===== src/rtl/siit_pkg.sv =====
package siit_pkg;

    localparam int CAPACITY   = 256;
    localparam int IDX_W      = $clog2(CAPACITY);
    localparam int CNT_W      = $clog2(CAPACITY + 1);
    localparam int DATA_W     = 32;
    localparam int RIDX_W     = 8;
    localparam int POS_W      = 9;
    localparam int GROUP_SIZE = 16;
    localparam int NUM_GROUPS = (CAPACITY + GROUP_SIZE - 1) / GROUP_SIZE;

    typedef enum logic [2:0] {
        ST_INSERTED  = 3'd0,
        ST_INVALID   = 3'd1,
        ST_FULL      = 3'd2,
        ST_READ_OK   = 3'd3,
        ST_BAD_INDEX = 3'd4
    } status_t;

    typedef struct packed {
        logic [DATA_W-1:0] payload;
        logic [DATA_W-1:0] end_pos;
        logic [DATA_W-1:0] start_pos;
    } entry_t;

    // control from the sequencer to every cell
    typedef struct packed {
        entry_t new_entry;
        logic   insert_en;
    } cell_ctrl_t;

    typedef struct packed {
        logic [IDX_W-1:0] idx;
        entry_t           entry;
    } sel_word_t;

    // input tdata, lowest field in the lowest bits
    typedef struct packed {
        logic [RIDX_W-1:0] read_index;
        logic [DATA_W-1:0] payload;
        logic [DATA_W-1:0] end_position;
        logic [DATA_W-1:0] start_position;
    } in_word_t;

    // output tdata, lowest field in the lowest bits
    typedef struct packed {
        logic [2:0]        pad;
        logic [DATA_W-1:0] out_payload;
        logic [DATA_W-1:0] out_end;
        logic [DATA_W-1:0] out_start;
        logic [POS_W-1:0]  entry_count;
        logic [POS_W-1:0]  position;
        status_t           status;
    } out_word_t;

    localparam int IN_W  = $bits(in_word_t);
    localparam int OUT_W = $bits(out_word_t);

endpackage


===== src/rtl/siit_cell.sv =====
module siit_cell (
    input  logic                clk,
    input  logic                rst_n,
    input  siit_pkg::cell_ctrl_t ctrl,
    input  logic                occupied,
    input  logic                prev_less,
    input  siit_pkg::entry_t    prev_entry,
    output logic                less,
    output siit_pkg::entry_t    entry
);
    import siit_pkg::*;

    entry_t entry_reg;
    logic   less_reg;
    logic   less_next;

    // stored entry orders strictly before the new interval
    assign less_next = occupied &&
        ((entry_reg.start_pos < ctrl.new_entry.start_pos) ||
         ((entry_reg.start_pos == ctrl.new_entry.start_pos) &&
          (entry_reg.end_pos < ctrl.new_entry.end_pos)));

    always_ff @(posedge clk or negedge rst_n)
    begin
        if (!rst_n)
        begin
            less_reg <= 1'b0;
        end
        else
        begin
            less_reg <= less_next;
        end
    end

    // keep below the boundary, take the new entry at it, shift up above it
    always_ff @(posedge clk)
    begin
        if (ctrl.insert_en && !less_reg)
        begin
            entry_reg <= prev_less ? ctrl.new_entry : prev_entry;
        end
    end

    assign less  = less_reg;
    assign entry = entry_reg;

endmodule


===== config.mk =====
export PLATFORM = sky130hd
export DESIGN_NAME = siit_cell
export DESIGN_NICKNAME = d
export VERILOG_FILES = /design/src/rtl/siit_pkg.sv /design/src/rtl/siit_cell.sv
export SDC_FILE = /design/constraint.sdc
export NUM_CORES = 1
export LEC_CHECK = 0
export BUFFER_PORTS_ARGS = -buffer_cell sky130_fd_sc_hd__buf_2
export CORE_UTILIZATION = 36
export CTS_CLUSTER_DIAMETER = 50
export CTS_CLUSTER_SIZE = 16
export DETAILED_ROUTE_END_ITERATION = 12
export PLACE_DENSITY = 0.72
export SYNTH_ARGS = -nofsm -noshare
export SYNTH_HDL_FRONTEND = slang
export SYNTH_SLANG_ARGS = --single-unit

===== constraint.sdc =====
create_clock -name clk -period 7.6 [get_ports clk]
set_input_delay 0.38 -clock clk [delete_from_list [all_inputs] [get_ports clk]]
set_output_delay 0.38 -clock clk [all_outputs]
set_load 0.05 [all_outputs]

==> impl_summary.txt, run 1 <==
----------------------------------------------------
[Place]
  Gp weighted congestion ... ~0.76
  HPWL after DPL ... between 10 and 15 mm
  Instance area after placement ... between 7000 and 8000 um^2
  Pre-CTS setup slack ... between 5 and 6 ns
  Port Buffer Count ... approximately 290

[Floorplan]
  Die footprint ... about 16000 um^2
  Top-level I/O count ... approximately 300
  Standard-cell row count ... 45
  Floorplan Core Area ... 15300 um^2
  Initial Util ... 37.0%
  Vert. Die Dim ... ~130 um
  Die Wd ... approximately 130 um

[Drt]
  Mean routed wirelength per cell ... 14.7 um
  Detail-routed via count per cell ... 4.69
  Number of DRC violations after detailed routing ... 0
  Detailed Route WL ... 13.9 mm
  DRC violation total after the first TritonRoute iteration ... 173
  Total vias in the final route ... ~4400
  Detailed Routing Iterations Pass 1 ... 4
  Number of nets still failing antenna checks after routing ... 0

[STA]
  Max-slew violation count ... 0
  Layout Skew ... about 0.0071 ns
  Slew at the pin closest to its max-slew limit ... between 0.7 and 0.8 ns
  Final-report setup violation count ... 0
  Max-Slew Margin vs Limit ... approximately half
  Setup TNS after final layout ... 0 ns
  Number of hold-slack violations in the final timing report ... 0
  RSZ-0062 raised after global routing ... false
  Post-route setup slack ... between 5 and 6 ns
  Maximum clock frequency ... between 400 and 500 MHz
  Final hold slack ... 0.331 ns
  Min cycle time layout ... between 2 and 2.5 ns
  Fin crit share ... 27.9%

[Global routing]
  Number of antenna violations at the first check in global routing ... 0
  Global-route wire length before repair ... about 21 mm
  Overall fraction of global-route tracks in use ... 17.1%
  Vias in the first global route ... roughly 4400
  Largest net degree at the start of global routing ... 57
  Overflow after GRT ... 0

[Yosys]
  Gate count of the mapped netlist ... 432
  Fraction of post-synthesis cell area in the top cell type by area ... between 50% and 60%
  Synth warnings ... 0
  Dominant combinational cell family by area after synthesis ... multiplexers
  Count of unique library cells instantiated by Yosys ... 32
  Synthesized net count ... 692
  Number of flip-flops and latches in the synthesized netlist ... 97
  Mux cell area share after synthesis ... between 10% and 20%
  Fraction of synthesis flops using an asynchronous set or reset pin ... 1.03%
  Yosys top cell by area ... edfxtp_1
  Number of synthesized flops with an enable pin ... 96
  Share of the synthesized netlist area taken by xor and xnor gates ... 0%
  Synthesized cell area ... about 5700 um^2
  Commonest cells post-synth ... 96 x edfxtp_1, 96 x mux2_2, 64 x inv_1, 63 x ha_1, 27 x a21oi_1
  Post-synthesis compound-gate area fraction ... under 10%
  Predominant post-synthesis flop cell ... edfxtp_1
  Syn Area/Cell ... 13.1 um^2
  Synth Area in Adders ... between 10% and 20%
  Sequential-to-total area share from yosys stat ... about half
  Post-synthesis simple-gate area fraction ... under 10%
  Ranking of synthesized cells by area ... edfxtp_1 51%, mux2_2 19%, ha_1 14%

[Power and ir drop]
  NetSw ... about 480 uW
  Sequential cell fraction of total power ... a little over two fifths
  Design internal power ... between 1000 and 1500 uW
  Switching Share ... a little under a third
  P_leak ... roughly 0.0036 uW
  Max VDD drop ... 103 uV
  Part of the total power dissipated in combinational logic ... a little over a quarter
  Power per cell area ... a little under 200 nW/um^2
  Clock power frac ... around 31%

[Setup path]
  Register-to-Register Setup Slack ... approximately 5.5 ns
  Reg2Reg Depth ... 3
  Worst Setup Path Type ... reg2reg
  Most used cell along the critical path ... buf_4
  CP Capture Type ... flip-flop
  Critical Path Max Stage Delay ... between 0.6 and 0.7 ns
  Critical R2R Launch ... less
  Required time at the endpoint of the critical path ... approximately 7.6 ns
  Element type at the critical path start ... flip-flop
  Largest driver fanout on the critical path ... 52
  Ordered list of cells on the worst path ... nor2b_4 > buf_4 > buf_4
  Cell at the slowest stage of the critical path ... buf_4
  Endpoint of the worst-slack reg-to-reg timing path ... entry[51]
  Worst path arrival time ... 2.10 ns

[Worst hold path]
  Hold path startpoint ... ctrl[90]
  Hold Path End ... entry[89]
  Instance count along the most critical hold path ... 2
  Class of the tightest hold or removal check ... in2reg

[Clocking]
  Number of clock sinks seen by CTS ... between 90 and 100
  Number of buffers on the longest clock path ... 2
  # hold bufs at CTS ... 1
  Cells resized by post-CTS repair ... 0
  Number of CTS-inserted buffers ... 9
  Clock network latency to the later pin of the worst-skew pair ... between 0.3 and 0.4 ns
  Clock transition at the registers of the reported paths ... 0.07 ns
  Number of setup buffers added after CTS ... 0
  Clock tree from TritonCTS ... yes
  Root Buffer ... clkbuf_16
  CTS HTree Levels ... 3

[Cells and area]
  Max reg flops ... 96
  Final-stage net count ... 989
  Layout fillers ... ~1400
  Antenna fix cells ... 0
  Final non-filler cell area ... roughly 7700 um^2
  Area growth, synth to finish ... 35.6%
  Fraction of final layout cells with drive strength greater than 1 ... between 50 and 60%

[Run status]
  Result of the run ... finished clean

[Flow run]
  Total of max-cap violations ... 0

----------------------------------------------------
## metal layers
metal,global-route usage [%],vias to the layer above,routed length [um]
met2,30.2,179,6860
li1,-,2202,-
met4,6.79,0,233
met5,0,-,0
met1,19.6,2028,5780
met3,4.52,14,1020
## worst max-delay path, delay by kind of cell, from the launching register on
kind	cells	cell delay (ns)
and+or+nand+nor	1	0.10
DFF	1	0.41
buffers and inverters	2	1.15
## logic make-up after synthesis
| family | count (synthesis) |
|---|---|
| flops | 97 |
| mux | 96 |
| buf+inv | 75 |
| fa+ha+maj | 63 |
| compound gates | 51 |
| simple gates | 50 |
## cell usage in the layout, fill, tap and decap left out, types with 2 or more instances in the layout
master and count:
a2111oi_2 2, a21boi_0 2, a21o_1 2, a21oi_1 27, buf_2 292, buf_4 4, clkbuf_16 9, clkinvlp_4 2
edfxtp_1 96, ha_1 63, inv_1 64, inv_6 2, mux2_2 96, nand2_1 18, nand3_1 5, nand4_1 9
nand4b_1 3, nor2_1 5, nor3_1 3, nor4_1 2, o211ai_1 2, o21a_1 2, o21ai_0 7
## worst max path at each step
stage	cells after the start	slack (ns)	from	to
6_report	3	5.48	less	entry[51]
5_1_grt	3	5.36	less	entry[42]
4_1_cts	3	5.47	less	entry[51]
3_5_place_dp	3	5.33	prev_less	entry[30]
3_3_place_gp	3	5.35	prev_less	entry[84]
2_1_floorplan	1	2.20	less	entry[0]
## cell type report
type | instances | area (um^2) | area share, %
multi-input combinational | 260 | 2460 | 32.1
clock inverter | 6 | 67.6 | 0.882
sequential | 97 | 2910 | 37.9
tap | 211 | 264 | 3.44
clock buffer | 9 | 225 | 2.94
timing repair buffer | 297 | 1500 | 19.6
inverter | 64 | 240 | 3.13
## per-stage QoR
step	utilization, %	power (uW)	cells
global route	50.2	1590	944
detailed placement	48.2	1070	928
CTS	50.2	1540	944
floorplan	-	946	432
global placement	48.2	1060	928
finish	50.2	1520	944
## power by group through the flow
stage | combinational [uW] | clock [uW] | sequential, uW
2_1_floorplan | 131 | 0 | 815
3_3_place_gp | 392 | 0 | 671
3_5_place_dp | 396 | 0 | 672
4_1_cts | 398 | 477 | 660
5_1_grt | 426 | 498 | 665
6_report | 394 | 462 | 660
Note: power is estimated with default switching activity, not from simulation.
==> inputs of run 2 (changes only) <==
Settings changed: PLACE_DENSITY 0.72 to 0.75.
Clock period 7.6 ns to 1.9 ns, I/O delays scaled along.
==> run 2 against run 1 <==
Compared with the run above:
- critical path depth increased by 4
- critical path type unchanged
- flip-flop and latch count unchanged
- first-iteration DRC count decreased by 51%
- power increased to 4.0 times the previous value
- clock skew decreased by 0.0016 ns
- sequential share of layout area decreased by 0.90 points
- routed wire length increased by 4.2%
- via count decreased by 0.47%
- fmax increased by 15%
- largest power group unchanged
==> impl_summary.txt, run 2 (same netlist as run 1, synthesis figures left out) <==
----------------------------------------------------
[Run status]
  Result of the run ... finished clean

[Drt]
  Mean routed wirelength per cell ... 15.2 um (+3.3%)
  DRC violation total after the first TritonRoute iteration ... 84 (-51%)
  Number of DRC violations after detailed routing ... 0 (unchanged)
  Detailed Route WL ... 14.5 mm (+4.2%)
  Detailed Routing Iterations Pass 1 ... 4 (unchanged)
  Total vias in the final route ... 4402 (-0.47%)
  Detail-routed via count per cell ... 4.62 (-1.3%)
  Number of nets still failing antenna checks after routing ... 0 (unchanged)

[Power and ir drop]
  Power per cell area ... 775 nW/um^2 (+290%)
  Max VDD drop ... 461 uV (+350%)
  Switching Share ... 31.6% (-0.089 points)
  Clock power frac ... 29.8% (-0.7 points)
  Design internal power ... 4160 uW (+300%)
  NetSw ... 1920 uW (+300%)
  Sequential cell fraction of total power ... 43.4% (-0.2 points)
  P_leak ... 0.00370 uW (+2.2%)
  Part of the total power dissipated in combinational logic ... 26.7% (+0.7 points)

[Global routing]
  Largest net degree at the start of global routing ... 54 (-5.3%)
  Overflow after GRT ... 0 (unchanged)
  Vias in the first global route ... 4537 (+2.4%)
  Number of antenna violations at the first check in global routing ... 0 (unchanged)
  Overall fraction of global-route tracks in use ... 18.0% (+0.99 points)
  Global-route wire length before repair ... 22.2 mm (+5.2%)

[Setup path]
  Largest driver fanout on the critical path ... 3 (-94%)
  Setup crit start ... entry[23]
  Endpoint of the worst-slack reg-to-reg timing path ... less
  CP Capture Type ... flip-flop
  Worst Setup Path Type ... reg2reg
  Endpoint of the worst setup timing path ... less
  Element type at the critical path start ... flip-flop
  Critical R2R Launch ... entry[23]
  Worst path arrival time ... 2.11 ns (about the same)
  Required time at the endpoint of the critical path ... 2.17 ns (-5.41 ns)
  Register-to-Register Setup Slack ... 0.05 ns (-5.42 ns)
  Reg2Reg Depth ... 7 (+4)

[STA]
  Final-report setup violation count ... 0 (unchanged)
  Setup TNS after final layout ... 0 ns (unchanged)
  Fin crit share ... 97.1% (+69 points)
  Max-slew violation count ... 0 (unchanged)
  Slew at the pin closest to its max-slew limit ... 0.368 ns (-0.355 ns)
  Max-Slew Margin vs Limit ... 75.3% (+24 points)
  Number of hold-slack violations in the final timing report ... 0 (unchanged)
  RSZ-0062 raised after global routing ... true
  Maximum clock frequency ... 542 MHz (+15%)
  Layout Skew ... 0.00549 ns (-0.00164 ns)
  Min cycle time layout ... 1.85 ns (-0.278 ns)

[Clocking]
  Number of buffers on the longest clock path ... 2 (unchanged)
  CTS HTree Levels ... 3 (unchanged)
  Number of clock sinks seen by CTS ... 97 (unchanged)
  Clock network latency to the later pin of the worst-skew pair ... 0.34 ns (about the same)
  Number of CTS-inserted buffers ... 9 (unchanged)
  Clock transition at the registers of the reported paths ... 0.07 ns (about the same)
  Root Buffer ... clkbuf_16
  Clock tree from TritonCTS ... yes

[Cells and area]
  Final-stage net count ... 997 (+0.81%)
  Final standard cell utilization of the core ... 51.5% (+1.2 points)
  Leading cell types in the layout, fill and taps excluded ... 292 x buf_2, 96 x mux2_2, 96 x edfxtp_1
  Final non-filler cell area ... 7850 um^2 (+2.5%)
  Antenna fix cells ... 0 (unchanged)
  Area growth, synth to finish ... 39.0%
  Most common cell after layout, fill and taps aside ... buf_2
  Max reg flops ... 96 (unchanged)
  Fraction of final layout cells with drive strength greater than 1 ... 57.9% (+1.6 points)
  Layout fillers ... 1402 (-2.6%)

[Place]
  Gp weighted congestion ... 0.794 (+4.3%)
  HPWL after DPL ... 11.8 mm (+6.5%)
  Instance area after placement ... 7480 um^2 (+1.7%)
  Port Buffer Count ... 293 (unchanged)

[Floorplan]
  Floorplan Core Area ... 15300 um^2 (unchanged)
  Standard-cell row count ... 45 (unchanged)
  Vert. Die Dim ... 127 um (unchanged)
  Die Wd ... 127 um (unchanged)
  Initial Util ... 37.0% (unchanged)
  Top-level I/O count ... 294 (unchanged)
  Die footprint ... 16200 um^2 (unchanged)

[Worst hold path]
  Class of the tightest hold or removal check ... in2reg

[Flow run]
  Total of max-cap violations ... 0 (unchanged)

----------------------------------------------------
[run 2: repair_timing]
item	4_1_cts	5_1_grt
hold buffers	1	0
setup buffers	4	1
endpoints found under the setup margin	1	1
gates resized for setup	3	3
pin swaps	5	2
hold endpoints to repair	1	0
[run 2: how the worst min path moves through the flow]
| stage | from | end | slack (ns) | cells past startpoint |
|---|---|---|---|---|
| floorplan | rst_n | less | -0.20 | 0 |
| global placement | rst_n | less | -0.12 | 1 |
| detailed placement | rst_n | less | -0.12 | 1 |
| CTS | prev_entry[13] | entry[13] | 0.04 | 2 |
| global route | prev_entry[40] | entry[40] | 0.04 | 2 |
| finish | prev_entry[31] | entry[31] | 0.05 | 2 |
[run 2: metrics by stage]
stage / total power (uW) / cells / hold WS [ns] / setup WS [ns]
after detailed placement: 4320 / 931 / -0.124 / -0.130
after global routing: 6380 / 952 / 0.0372 / -0.0933
final: 6080 / 952 / 0.0492 / 0.0543
after floorplan: 3780 / 432 / -0.201 / -0.509
after global placement: 4290 / 931 / -0.123 / 0.0446
after CTS: 6160 / 951 / 0.0351 / 0.00721
[run 2: power by group through the flow]
stage / Sequential, uW / Combinational (uW) / Clock (uW)
after floorplan: 3250 / 534 / 0
after global placement: 2680 / 1610 / 0
after detailed placement: 2690 / 1620 / 0
after CTS: 2640 / 1640 / 1870
after global routing: 2660 / 1760 / 1950
final: 2640 / 1630 / 1810
[run 2: area by class of cell]
cell class              count  area, um^2  area share [%]
clock buffers               9         225            2.87
repair buffers            305        1610            20.5
well taps                 211         264            3.36
inverters                  64         240            3.06
clock inverters             6        60.1           0.765
flip-flops and latches     97        2910            37.0
multi-input cells         260        2540            32.4
[run 2: metal layers]
metal	vias to the layer above	track usage [%]	share of wire (%)
li1	2203	-	-
met1	2006	20.5	40
met2	174	32.2	51
met3	19	4.94	6.8
met4	0	6.93	2.2
met5	-	0	0
[run 2: critical path: stages, from the launching register on]
cell,delay [ns]
edfxtp_1,0.38
ha_1,0.33
a21oi_1,0.14
o21ai_0,0.12
a221oi_1,0.41
nor2_1,0.09
nand4b_1,0.22
o21ai_2,0.08
==> inputs of run 3 (changes only) <==
Settings changed: PLACE_DENSITY 0.75 to 0.72.
Clock period 1.9 ns to 2 ns, I/O delays scaled along.
==> run 3 against run 2 <==
Compared with the run above:
- highest routed layer unchanged
- largest power group unchanged
- first-iteration DRC count rose by 51%
- clock power rose by 9.9%
- largest cell class unchanged
- sequential power fell by 5%
- clock skew rose by 0.0014 ns
- worst hold slack improved by 0.0019 ns
- final cell count fell by 0.32%
- combinational power fell by 7%
==> impl_summary.txt, run 3 (same netlist as run 1, synthesis figures left out) <==
----------------------------------------------------
[Run status]
  Result of the run ... finished clean

[Global routing]
  Overflow after GRT ... 0 (unchanged)
  Largest net degree at the start of global routing ... 97 (+80%)
  Number of antenna violations at the first check in global routing ... 1 (+1)
  Global-route wire length before repair ... 21.8 mm (-1.8%)
  Overall fraction of global-route tracks in use ... 17.7% (-0.33 points)
  Vias in the first global route ... 4425 (-2.5%)

[STA]
  Fin crit share ... 94.9% (-2.2 points)
  Max-Slew Margin vs Limit ... 65.3% (-10 points)
  Slew at the pin closest to its max-slew limit ... 0.521 ns (+0.153 ns)
  Final-report setup violation count ... 0 (unchanged)
  Number of hold-slack violations in the final timing report ... 0 (unchanged)
  Layout Skew ... 0.00684 ns (+0.00135 ns)
  Setup TNS after final layout ... 0 ns (unchanged)
  Maximum clock frequency ... 527 MHz (-2.8%)
  Min cycle time layout ... 1.90 ns (+0.0524 ns)
  RSZ-0062 raised after global routing ... false
  Max-slew violation count ... 0 (unchanged)

[Setup path]
  Endpoint of the worst-slack reg-to-reg timing path ... less
  Cell type group with the largest total delay on the critical path ... simple AND/OR/NAND/NOR gates
  CP Capture Type ... flip-flop
  Ordered list of cells on the worst path ... ha_1 > nand4_1 > nor4_4 > o311ai_0 > nand4b_1 > o21ai_2
  Largest driver fanout on the critical path ... 3 (unchanged)
  Required time at the endpoint of the critical path ... 2.23 ns (+0.06 ns)
  Critical R2R Launch ... entry[30]
  Worst path arrival time ... 2.13 ns (+0.02 ns)
  Cell at the slowest stage of the critical path ... nor4_4
  Register-to-Register Setup Slack ... 0.10 ns (+0.05 ns)
  Worst Setup Path Type ... reg2reg
  Reg2Reg Depth ... 6 (-1)
  Number of buffer and inverter instances along the worst setup path ... 0 (unchanged)
  Critical Path Max Stage Delay ... 0.39 ns (-0.02 ns)
  Element type at the critical path start ... flip-flop

[Clocking]
  Root Buffer ... clkbuf_16
  Number of CTS-inserted buffers ... 9 (unchanged)
  Number of buffers on the longest clock path ... 2 (unchanged)
  Number of clock sinks seen by CTS ... 97 (unchanged)
  Clock tree from TritonCTS ... yes
  CTS HTree Levels ... 3 (unchanged)
  Clock transition at the registers of the reported paths ... 0.07 ns (about the same)
  Clock network latency to the later pin of the worst-skew pair ... 0.35 ns (about the same)

[Cells and area]
  Final-stage net count ... 993 (-0.40%)
  Layout fillers ... 1387 (-1.1%)
  Final standard cell utilization of the core ... 51.1% (-0.36 points)
  Fraction of final layout cells with drive strength greater than 1 ... 56.5% (-1.4 points)
  Leading cell types in the layout, fill and taps excluded ... 292 x buf_2, 96 x mux2_2, 96 x edfxtp_1
  Max reg flops ... 96 (unchanged)
  Antenna fix cells ... 0 (unchanged)
  Area growth, synth to finish ... 38.0%
  Most common cell after layout, fill and taps aside ... buf_2

[Place]
  Gp weighted congestion ... 0.795 (+0.10%)
  Port Buffer Count ... 293 (unchanged)
  HPWL after DPL ... 11.4 mm (-3.5%)

[Flow run]
  Total of max-cap violations ... 0 (unchanged)

[Power and ir drop]
  P_leak ... 0.00370 uW (about the same)
  Switching Share ... 30.1% (-1.4 points)
  Power per cell area ... 772 nW/um^2 (-0.35%)
  NetSw ... 1810 uW (-5.6%)
  Sequential cell fraction of total power ... 41.6% (-1.8 points)
  Clock power frac ... 33.1% (+3.3 points)
  Part of the total power dissipated in combinational logic ... 25.2% (-1.5 points)
  Max VDD drop ... 483 uV (+4.7%)
  Design internal power ... 4200 uW (+1.0%)

[Floorplan]
  Vert. Die Dim ... 127 um (unchanged)
  Initial Util ... 37.0% (unchanged)
  Floorplan Core Area ... 15300 um^2 (unchanged)
  Standard-cell row count ... 45 (unchanged)
  Die footprint ... 16200 um^2 (unchanged)
  Top-level I/O count ... 294 (unchanged)
  Die Wd ... 127 um (unchanged)

[Drt]
  Detailed Routing Iterations Pass 1 ... 4 (unchanged)
  Number of nets still failing antenna checks after routing ... 0 (unchanged)
  Detail-routed via count per cell ... 4.65 (+0.57%)
  Detailed Route WL ... 14.3 mm (-1.3%)
  Mean routed wirelength per cell ... 15.1 um (-0.99%)
  Total vias in the final route ... 4413 (+0.25%)
  DRC violation total after the first TritonRoute iteration ... 127 (+51%)
  Number of DRC violations after detailed routing ... 0 (unchanged)

[Worst hold path]
  Hold Path End ... entry[85]
  Class of the tightest hold or removal check ... in2reg
  Instance count along the most critical hold path ... 2 (unchanged)
  Hold path startpoint ... prev_entry[85]

----------------------------------------------------
==> run 3: cell count changes in the layout (fill, tap and decap cells not counted), sizes merged <==
cell,before,now
clkbuf,9,11
inv,64,65
clkinv,3,1
buf,304,300
clkinvlp,2,0
bufinv,1,3
==> run 3: worst max path at each step <==
stage / startpoint / endpoint / slack, ns / cells after the start
floorplan: less / entry[0] / -0.41 / 1
global placement: entry[31] / less / 0.07 / 6
detailed placement: entry[31] / less / -0.05 / 6
CTS: entry[29] / less / 0.01 / 7
global route: entry[31] / less / 0.004 / 6
finish: entry[30] / less / 0.10 / 6
==> run 3: worst reg2reg max path: cells and delay by family (launching register included) <==
family	cells	cell delay, ns
adders and majority gates	1	0.33
and+or+nand+nor	3	0.83
DFF	1	0.38
AOI/OAI and AO/OA	2	0.27
==> run 3: metal layers <==
metal  part of all wire (%)  GRT usage, %  up-vias
met5                      0             0        -
met2                     51          31.7      172
met4                    1.3          5.88        0
met1                     40          20.1     2028
li1                       -             -     2202
met3                    7.3          5.28       11
==> run 3: what timing repair did <==
item                                    in CTS  in global routing
hold buffers                                 1                  0
cloned                                       0                  0
endpoints found under the setup margin       1                  1
resized for setup                            1                  2
pin swaps                                    0                  4
endpoints found under the hold margin        1                  0
setup buffers                                0                  3
==> run 3: final cells by class <==
cell class / instances / area, um^2 / area share, %
multi-input combinational: 260 / 2480 / 31.8
sequential: 97 / 2910 / 37.3
clock inverter: 5 / 103 / 1.32
inverter: 64 / 240 / 3.08
timing repair buffer: 301 / 1570 / 20.1
clock buffer: 11 / 233 / 2.98
tap: 211 / 264 / 3.39
==> run 3: power by group through the flow <==
stage | Combinational [uW] | Clock (uW) | Sequential, uW
CTS | 1530 | 2050 | 2510
floorplan | 500 | 0 | 3080
global placement | 1510 | 0 | 2540
detailed placement | 1520 | 0 | 2550
global route | 1640 | 2120 | 2520
finish | 1520 | 1990 | 2510
==> run 3: metrics by stage <==
stage / std cells / hold slack [ns] / setup WS, ns / power, uW / cell area [um^2]
6_report: 949 / 0.0511 / 0.102 / 6020 / 7800
3_3_place_gp: 929 / -0.123 / 0.0679 / 4050 / 7410
4_1_cts: 946 / 0.0347 / 0.0110 / 6080 / 7760
5_1_grt: 949 / 0.0357 / 0.00436 / 6290 / 7800
2_1_floorplan: 432 / -0.196 / -0.409 / 3580 / 5660
3_5_place_dp: 929 / -0.122 / -0.0501 / 4070 / 7410
